===== src/rtl/mt19937_random_generator_assert.svh =====
// Assertion helpers; clocked on clk and held off while rst_n is low.
`ifndef MT19937_RANDOM_GENERATOR_ASSERT_SVH
`define MT19937_RANDOM_GENERATOR_ASSERT_SVH

// Same-cycle implication.
`define MTRG_ASSERT_NOW(lbl, ante, cons, msg) \
  lbl: assert property (@(posedge clk) disable iff (!rst_n) (ante) |-> (cons)) \
    else $error(msg);

// Next-cycle implication.
`define MTRG_ASSERT_NEXT(lbl, ante, cons, msg) \
  lbl: assert property (@(posedge clk) disable iff (!rst_n) (ante) |=> (cons)) \
    else $error(msg);

`endif


===== src/rtl/mtrg_pkg.sv =====
package mtrg_pkg;

  localparam int unsigned WORD_W   = 32;
  localparam int unsigned BYTE_W   = 8;
  localparam int unsigned N_WORDS  = 624;
  localparam int unsigned SHIFT    = 397;
  localparam int unsigned FAR_WRAP = N_WORDS - SHIFT;
  localparam int unsigned AW       = $clog2(N_WORDS + 1);

  // Configuration port
  localparam int unsigned CFG_AW   = 3;
  localparam logic        REG_SEED = 1'b0;

  localparam int unsigned OUT_FIFO_DEPTH = 4;

  localparam logic [WORD_W-1:0] MATRIX    = 32'h9908_B0DF;
  localparam logic [WORD_W-1:0] INIT_MULT = 32'd1812433253;
  localparam logic [WORD_W-1:0] TEMPER_B  = 32'h9D2C_5680;
  localparam logic [WORD_W-1:0] TEMPER_C  = 32'hEFC6_0000;
  localparam logic [WORD_W-1:0] UPPER     = 32'h8000_0000;
  localparam logic [WORD_W-1:0] LOWER     = 32'h7FFF_FFFF;

  typedef logic [WORD_W-1:0] word_t;
  typedef logic [AW-1:0]     addr_t;

  typedef struct packed {
    word_t             random_word;
    logic [BYTE_W-1:0] device_byte;
    logic              last;
  } result_t;

  // Output tempering
  function automatic word_t temper(input word_t y_in);
    word_t y;
    y = y_in;
    y = y ^ (y >> 11);
    y = y ^ ((y << 7) & TEMPER_B);
    y = y ^ ((y << 15) & TEMPER_C);
    y = y ^ (y >> 18);
    return y;
  endfunction

  // Residue mod 255: 256 folds to 1, so sum the bytes, fold once and subtract 255 if still at or above it
  function automatic logic [BYTE_W-1:0] mod255(input word_t w);
    logic [9:0] s1;
    logic [8:0] s2;
    s1 = {2'b00, w[7:0]} + {2'b00, w[15:8]} + {2'b00, w[23:16]} + {2'b00, w[31:24]};
    s2 = {7'd0, s1[9:8]} + {1'b0, s1[7:0]};
    if (s2 >= 9'd255) begin
      return 8'(s2 - 9'd255);
    end
    return s2[7:0];
  endfunction

endpackage


===== src/rtl/mtrg_out_fifo.sv =====
module mtrg_out_fifo #(
  parameter int unsigned DEPTH = mtrg_pkg::OUT_FIFO_DEPTH
) (
  input  logic                       clk,
  input  logic                       rst_n,
  input  logic                       push_i,
  input  mtrg_pkg::result_t          push_data_i,
  input  logic                       pop_i,
  output mtrg_pkg::result_t          head_o,
  output logic [$clog2(DEPTH+1)-1:0] count_o
);

  localparam int unsigned PW = $clog2(DEPTH);
  localparam int unsigned CW = $clog2(DEPTH + 1);

  mtrg_pkg::result_t store_r [DEPTH];
  logic [PW-1:0]     wr_ptr_r;
  logic [PW-1:0]     rd_ptr_r;
  logic [CW-1:0]     count_r;

  // Store item
  always_ff @(posedge clk) begin
    if (push_i) begin
      store_r[wr_ptr_r] <= push_data_i;
    end
  end

  // Advance pointers and occupancy
  always_ff @(posedge clk) begin
    if (!rst_n) begin
      wr_ptr_r <= '0;
      rd_ptr_r <= '0;
      count_r  <= '0;
    end else begin
      if (push_i) begin
        wr_ptr_r <= (wr_ptr_r == PW'(DEPTH - 1)) ? '0 : wr_ptr_r + 1'b1;
      end
      if (pop_i) begin
        rd_ptr_r <= (rd_ptr_r == PW'(DEPTH - 1)) ? '0 : rd_ptr_r + 1'b1;
      end
      if (push_i && !pop_i) begin
        count_r <= count_r + 1'b1;
      end else if (pop_i && !push_i) begin
        count_r <= count_r - 1'b1;
      end
    end
  end

  assign head_o  = store_r[rd_ptr_r];
  assign count_o = count_r;

endmodule


===== config.mk =====
export PLATFORM = sky130hd
export DESIGN_NAME = mtrg_out_fifo
export DESIGN_NICKNAME = d
export VERILOG_FILES = /design/src/rtl/mt19937_random_generator_assert.svh /design/src/rtl/mtrg_pkg.sv /design/src/rtl/mtrg_out_fifo.sv
export SDC_FILE = /design/constraint.sdc
export NUM_CORES = 1
export LEC_CHECK = 0
export BUFFER_PORTS_ARGS = -buffer_cell sky130_fd_sc_hd__buf_4
export CORE_ASPECT_RATIO = 1.2
export CORE_UTILIZATION = 51
export DETAILED_ROUTE_END_ITERATION = 10
export PLACE_DENSITY = 0.75
export SETUP_SLACK_MARGIN = 0.15
export SLEW_MARGIN = 10
export SYNTH_ARGS = -nofsm -noshare
export SYNTH_HDL_FRONTEND = slang
export SYNTH_SLANG_ARGS = --single-unit

===== constraint.sdc =====
create_clock -name clk -period 2 [get_ports clk]
set_input_delay 0.2 -clock clk [delete_from_list [all_inputs] [get_ports clk]]
set_output_delay 0.2 -clock clk [all_outputs]
set_load 0.005 [all_outputs]

======== Word level (Yosys, flattened, before mapping) ========
Memory sizes are Yosys's and may differ from the RTL's. A register that Yosys moved wholly into a read port is not among the register bits.
Index checks and enable logic that the tools add are counted.
storage, ports and cells
  flip-flop bits (word level) ............. 7
  bits in writable memories ............... 164
  input bits .............................. 45
  output and inout bits ................... 44
  word-level logic and storage cells ...... 23
  memories ................................ 1
cells by class
  add/sub/neg operators ................... 4
  equal/unequal tests ..................... 2
  mux-type cells .......................... 8
  reduce and logical (&&, ||, !) cells .... 5
memory list
  memory   depth  bits a word  rd ports  clocked after Yosys merged registers in  write ports  RTL line             source
  store_r  4      41           1         1                                        1            mtrg_out_fifo.sv:16  mtrg_pkg::result_t store_r [DEPTH];
operator list
  operator                                          number
  2-to-1 mux 2 bit                                  4
  2-to-1 mux 3 bit                                  2
  adder 2 x 1 -> 2 bit, second input constant       2
  == test 2 bit, second input constant              2
  adder 3 x 1 -> 3 bit, second input constant       1
  subtractor 3 x 1 -> 3 bit, second input constant  1
  logical AND 1 bit                                 2
  zero test 1 bit                                   2
  2-to-1 mux 1 bit                                  2
  nonzero test 2 bit                                1

======== Depth between registers and ports, before layout ========
Gate-level depths: netlist of run 1.
  depth after elaboration ................. 4
  mapped depth ............................ 7
  mapped depth without buffers ............ 7

======== Least setup slack after synthesis of run 1 ========
Ideal clock, no wire load.
  path type ............................... flip-flop to flip-flop
  start point ............................. register wr_ptr_r[0]
  end point ............................... memory store_r[3][0] (netlist bit), enable pin
  library setup time ...................... 0.402 ns
  data arrival time ....................... 1.541 ns
  required time ........................... 1.598 ns
  slack ................................... 0.057 ns
  stages on the path, launching flop included .. 3
  buffers on the path ..................... 0
  period minus slack after synthesis ...... 1.943 ns
  cell sequence ........................... dfxtp_1 ha_1 and2_1
RTL lines
  item                    RTL line             source
  from (decl)             mtrg_out_fifo.sv:17  logic [PW-1:0] wr_ptr_r;
  from (signal assigned)  mtrg_out_fifo.sv:36  wr_ptr_r <= (wr_ptr_r == PW'(DEPTH - 1)) ? '0 : wr_ptr_r + 1'b1;
  to (decl)               mtrg_out_fifo.sv:16
Straight into the memory's write port.

==> impl_metrics.csv, run 1 <==
group,metric,value,unit
cells_and_area,num_antenna_cells,0,
sta,hold_violations,0,
cells_and_area,final_cell_mix,"164 x edfxtp_1, 53 x buf_4, 43 x buf_6, 41 x mux4_2, 41 x dlygate4sd3_1",
synthesis,netlist_instances,257,
power_and_ir_drop,powerDensity,993,nW/um^2
placed_design,post-dp-hpwl,6.54,mm
global_route,grt.overflow.total,0,
critical_path,arrival,1790,ps
sta,clock-skew-final,5.99,ps
critical_path,critPathMaxFanout,7,
route,drt_iter0_drc,146,
sta,worst_pin_slew,367,ps
cts,cts_root_buf,"clkbuf_16",
cells_and_area,syn_to_final_growth,34.6,%
cells_and_area,layout-drive-gt1-share,0.426,
synthesis,synth_ff_type,"edfxtp_1",
cells_and_area,fin_util,0.709,
route,post_drt_wl_per_cell,20.6,um
synthesis,ys_warn_count,0,
cts,clock_sinks,173,
sta,fin_crit_sh,0.993,
die,num_io_pins,89,
route,drt-total-wl,12.1,mm
power_and_ir_drop,peakVddDrop,621,uV
sta,setup_slack,14.0,ps
power_and_ir_drop,p_leak,0.00301,uW
sta,timing.fmax,0.504,GHz
synthesis,synth_seq_area_share,0.796,
critical_path,timing.critical_path.from_type,"flop",
die,initial_utilization,0.527,
critical_path,critical_path_required,1800,ps
global_route,grt_pass1_wl,18.0,mm
placed_design,io_buffers,88,
die,dieArea,13000,sq um
synthesis,async_flop_share,0,
critical_path,critPathKind,"flop to primary output",
sta,relSlewSlack,0.755,
die,die_h,125,um
die,fp.coreArea,12200,sq um
global_route,antenna_found_initial,0,
sta,tns,0,ps
synthesis,ys_types,22,
route,vias,3129,
global_route,grt_pass1_vias,3302,
cells_and_area,fin_nets,464,
cts,cts_buffers,17,
cts,htreeDepth,4,
synthesis,synth-seq-cells,173,
worst_hold_path,hp-class,"primary input to flop",
synthesis,synth_edf_count,164,
cts,clock_latency,420,ps
cells_and_area,layout_commonest_cell,"edfxtp_1",
global_route,grt_usage,0.193,
sta,drv_slew,0,
route,vias_per_cell,5.34,
sta,min_period,1990,ps
die,die_x,104,um
route,drcViolationCount,0,
run,drv_cap,0,
sta,rsz0062_at_grt,"true",
cts,clk_transition_reported_paths,60,ps
sta,finalSetupViolCount,0,
placed_design,preCtsSetupSlack,292,ps
die,rows,44,
placed_design,gp_congestion,0.704,
cts,cts_tree,"done",
route,drtAntennaViolNets,0,
global_route,grt_max_degree,42,
cts,clk_path_buf_depth,2,
critical_path,endpoint_kind,"primary output",
route,first_pass_iters,5,
synthesis,synth_nets,309,
synthesis,synth.avg_cell_area,25.0,sq um
synthesis,syn_area,6410,sq um
status,status,"complete, no violations",
-- cell type report --
cell class / count / area [sq um]
Multi-Input combinational cell: 70 / 1180
Inverter: 4 / 15.0
Fill cell: 733 / 3540
Clock inverter: 15 / 196
Tap cell: 161 / 201
Clock buffer: 17 / 425
Timing Repair Buffer: 146 / 1500
Sequential cell: 173 / 5110
-- power by group --
group | total [uW] | leakage (uW) | internal [uW] | switching [uW]
Clock | 3410 | 0.000288 | 2080 | 1320
Combinational | 960 | 0.00114 | 580 | 379
Sequential | 4200 | 0.00158 | 4140 | 55.4
Total | 8570 | 0.00301 | 6810 | 1760
-- per-stage QoR --
stage / power, uW / instance area, sq um / std cells / hold slack (ps)
6_report: 8570 / 8630 / 586 / 39.6
5_1_grt: 8840 / 8630 / 586 / 23.7
4_1_cts: 8530 / 8490 / 586 / 23.2
3_5_place_dp: 5030 / 7300 / 507 / 403
3_3_place_gp: 5000 / 7300 / 507 / 398
2_1_floorplan: 4640 / 6420 / 257 / 299
-- synthesized netlist by cell type (4+ instances only) --
cell,number,share of area
mux2i_1,4,0.0062
ha_1,6,0.012
buf_12,4,0.012
nor2b_1,5,0.0049
buf_2,4,0.0031
mux4_2,40,0.14
inv_1,4,0.0023
edfxtp_1,164,0.77
dfxtp_1,9,0.028
and2_1,5,0.0049
-- cells by family (layout without fill, tap and decap cells) --
family | Yosys count | in the layout | share of synthesized area
AO/OA/AOI/OAI | 3 | 3 | 0.00312
buffers and inverters | 14 | 182 | 0.0203
AND/OR/NAND/NOR | 13 | 13 | 0.0121
multiplexers | 45 | 45 | 0.151
XOR/XNOR | 2 | 2 | 0.00273
adder cells (fa/ha/maj) | 7 | 7 | 0.0148
flip-flops | 173 | 173 | 0.796
-- worst paths after layout --
kind,slack (ps),endpoint,depth (start not counted),startpoint
hold / removal,40,count_o[0],2,rst_n
hold reg to reg,520,count_o[2],2,count_o[2]
setup / recovery,10,head_o[6],4,flop
setup reg to reg,480,store_r[0][29],4,wr_ptr_r[0]
-- flip-flops by register name (all words and copies together) (netlist names), named ones only --
register and count:
count_o 3, rd_ptr_r 2, store_r 164, wr_ptr_r 2
-- worst max-delay path: stages, from the launching register on --
cell	delay (ps)
dfxtp_4	400
buf_12	140
buf_16	140
mux4_2	540
buf_6	140
-- repair_timing --
item / CTS / global route
hold buffers: 41 / 0
hold endpoints to repair: 164 / 0
cloned: 3 / 0
endpoints found under the setup margin: 41 / 41
setup buffers: 3 / 0
pin swaps: 0 / 0
resized for setup: 12 / 39
-- routing by layer --
metal,share of wire,vias up,global-route usage
met5,0,-,0
met3,0.049,23,0.0497
met4,0.026,0,0.0975
li1,-,1398,-
met1,0.39,1596,0.239
met2,0.54,112,0.315
No activity file was read; power rests on OpenSTA's default activity.
==> inputs of run 2 (changes only) <==
- ABC_AREA: default -> 1
- CORE_UTILIZATION: 51 -> 54
- CTS_CLUSTER_DIAMETER: default -> 80
- PLACE_DENSITY: 0.75 -> 0.76
- clock period: 2 -> 2.1 ns (I/O delays scaled with it)
==> impl_metrics.csv, run 2 <==
group,metric,value,unit
route,wl_met1,5.28,mm
critical_path,crit_slowest_cell,"dfxtp_2",
route,met2WireLength,6.96,mm
cells_and_area,syn_to_final_growth,28.0,%
cells_and_area,layout-drive-gt1-share,0.225,
critical_path,r2r_end,"store_r[2][8]",
placed_design,preCtsSetupSlack,527,ps
sta,timing.fmax,0.535,GHz
synthesis,synth_area_leader_cell,"edfxtp_1",
die,die_x,102,um
sta,finalSetupViolCount,0,
synthesis,synth-seq-cells,173,
power_and_ir_drop,p_leak,0.00302,uW
cts,clock_sinks,173,
route,drt_iter0_drc,206,
route,drcViolationCount,0,
cells_and_area,largest_reg_flops,164,
synthesis,async_flop_share,0,
worst_hold_path,hp-class,"primary input to flop",
critical_path,cpPeakStageDelay,400,ps
cts,clk_path_buf_depth,2,
critical_path,endpoint_kind,"primary output",
cells_and_area,final_cell_mix,"164 x edfxtp_1, 91 x buf_4, 90 x nor2_1, 48 x o21ai_1, 41 x o22ai_1",
cts,cts_root_buf,"clkbuf_16",
synthesis,synth_ff_type,"edfxtp_1",
sta,min_period,1870,ps
route,drtAntennaViolNets,0,
worst_hold_path,holdPathEnd,"store_r[1][14]",
global_route,grt.overflow.total,0,
die,dieArea,12500,sq um
critical_path,worstPathCellList,"inv_4, buf_6, o21ai_0, o22ai_1, buf_4",
global_route,antenna_found_initial,0,
sta,drv_slew,0,
die,fp.coreArea,11700,sq um
route,vias_per_cell,5.45,
worst_hold_path,min-delay-start,"push_data_i[14]",
route,vias,4123,
route,wl_met3,687,um
critical_path,critPathMaxFanout,17,
synthesis,synth.most_common_cell,"edfxtp_1",
cells_and_area,fillers,759,
placed_design,gp_congestion,0.712,
cells_and_area,num_antenna_cells,0,
synthesis,synth_commonest_cells,"164 x edfxtp_1, 90 x nor2_1, 48 x o21ai_1",
critical_path,arrival,1660,ps
route,top_layer,"met4",
cells_and_area,final-seq-area,5110,sq um
route,first_pass_iters,5,
power_and_ir_drop,powerDensity,932,nW/um^2
critical_path,reg2reg_depth,5,
global_route,grt_pass1_vias,4115,
critical_path,critical_path_required,1890,ps
power_and_ir_drop,peakVddDrop,587,uV
placed_design,post-dp-hpwl,7.31,mm
synthesis,synth_top_area_share,0.756,
synthesis,synth_edf_count,164,
placed_design,io_buffers,88,
critical_path,critPathKind,"flop to primary output",
sta,tns,0,ps
sta,relSlewSlack,0.772,
synthesis,netlist_instances,453,
synthesis,syn_area,6520,sq um
cts,clk_transition_reported_paths,60,ps
cells_and_area,multi_input_area,1190,sq um
cts,cts_tree,"done",
critical_path,reg2reg_slack,630,ps
sta,setup_slack,232,ps
cells_and_area,regMostFlops,"store_r",
cells_and_area,fin_nets,639,
synthesis,synth_seq_area_share,0.783,
die,initial_utilization,0.558,
cells_and_area,layout_commonest_cell,"edfxtp_1",
status,status,"complete, no violations",
global_route,grt_usage,0.223,
route,post_drt_wl_per_cell,17.3,um
sta,hold_violations,0,
sta,worst_pin_slew,342,ps
cts,clock_latency,410,ps
sta,clock-skew-final,9.07,ps
sta,fin_crit_sh,0.890,
die,num_io_pins,89,
synthesis,ys_warn_count,0,
cts,cts_setup_buffers,0,
critical_path,rr_startpoint,"wr_ptr_r[0]",
placed_design,place_area,7350,sq um
worst_hold_path,min_path_cells,1,
die,die_h,122,um
cts,htreeDepth,4,
global_route,grt_max_degree,53,
synthesis,ys_types,21,
synthesis,synth.avg_cell_area,14.4,sq um
synthesis,synth.area.top_cells,"edfxtp_1 76%, nor2_1 5.2%, o22ai_1 3.9%",
run,drv_cap,0,
global_route,grt_pass1_wl,20.1,mm
die,rows,43,
synthesis,synth_nets,505,
critical_path,timing.critical_path.from_type,"flop",
cells_and_area,fin_area,8340,sq um
cts,cts_buffers,17,
sta,rsz0062_at_grt,"true",
cells_and_area,fin_util,0.714,
route,drt-total-wl,13.1,mm
==> run 2: final cells by class <==
type / count / share of cell area
tap: 157 / 0.0236
timing repair buffer: 140 / 0.147
inverter: 16 / 0.00750
sequential: 173 / 0.612
clock buffer: 19 / 0.0519
clock inverter: 13 / 0.0150
multi-input combinational: 239 / 0.143
==> run 2: kinds of logic (layout without fill, tap and decap cells) <==
group	count (synthesis)	count (layout)	share of synthesized area
xor+xnor	1	1	0.00134
compound gates	129	129	0.107
fa+ha+maj	7	7	0.0146
flops	173	173	0.783
simple gates	102	102	0.0597
buf+inv	41	188	0.0340
==> run 2: critical path: cells and delay by family, from the launching register on <==
| kind | cells | cell delay (ps) |
|---|---|---|
| AOI/OAI and AO/OA | 2 | 320 |
| DFF | 1 | 400 |
| buffers and inverters | 3 | 530 |
==> run 2: power breakdown <==
part	total [uW]	switching [uW]	leakage [uW]	internal (uW)
logic	861	456	0.00118	406
clock network	2920	1190	0.000261	1730
registers	3990	52.7	0.00158	3940
==> run 2: through the flow <==
step,hold WS [ps],power [uW],cells
global route,0.209,8030,757
finish,20.5,7770,757
detailed placement,412,4850,685
CTS,7.17,7800,757
floorplan,309,4440,453
global placement,408,4820,685
==> run 2: repair_timing <==
action                                  4_1_cts  5_1_grt
gates resized for setup                       3        5
hold buffers                                 40        0
endpoints found under the hold margin       159        0
pin swaps                                     0        1
endpoints found under the setup margin       11        7
==> run 2: how the worst max path moves through the flow <==
| stage | startpoint | endpoint | slack, ps | cells after the start |
|---|---|---|---|---|
| after CTS | flop | head_o[13] | 170 | 5 |
| final | flop | head_o[13] | 230 | 5 |
| after floorplan | wr_ptr_r[0] | store_r[3][0] | 310 | 3 |
| after global routing | flop | head_o[6] | 120 | 5 |
| after global placement | flop | head_o[6] | 540 | 5 |
| after detailed placement | flop | head_o[13] | 530 | 5 |
==> run 2: per-layer routing <==
metal	up-vias	global-route usage
met5	-	0
met4	0	0.0911
met3	14	0.0564
met2	137	0.382
met1	2017	0.268
li1	1955	-
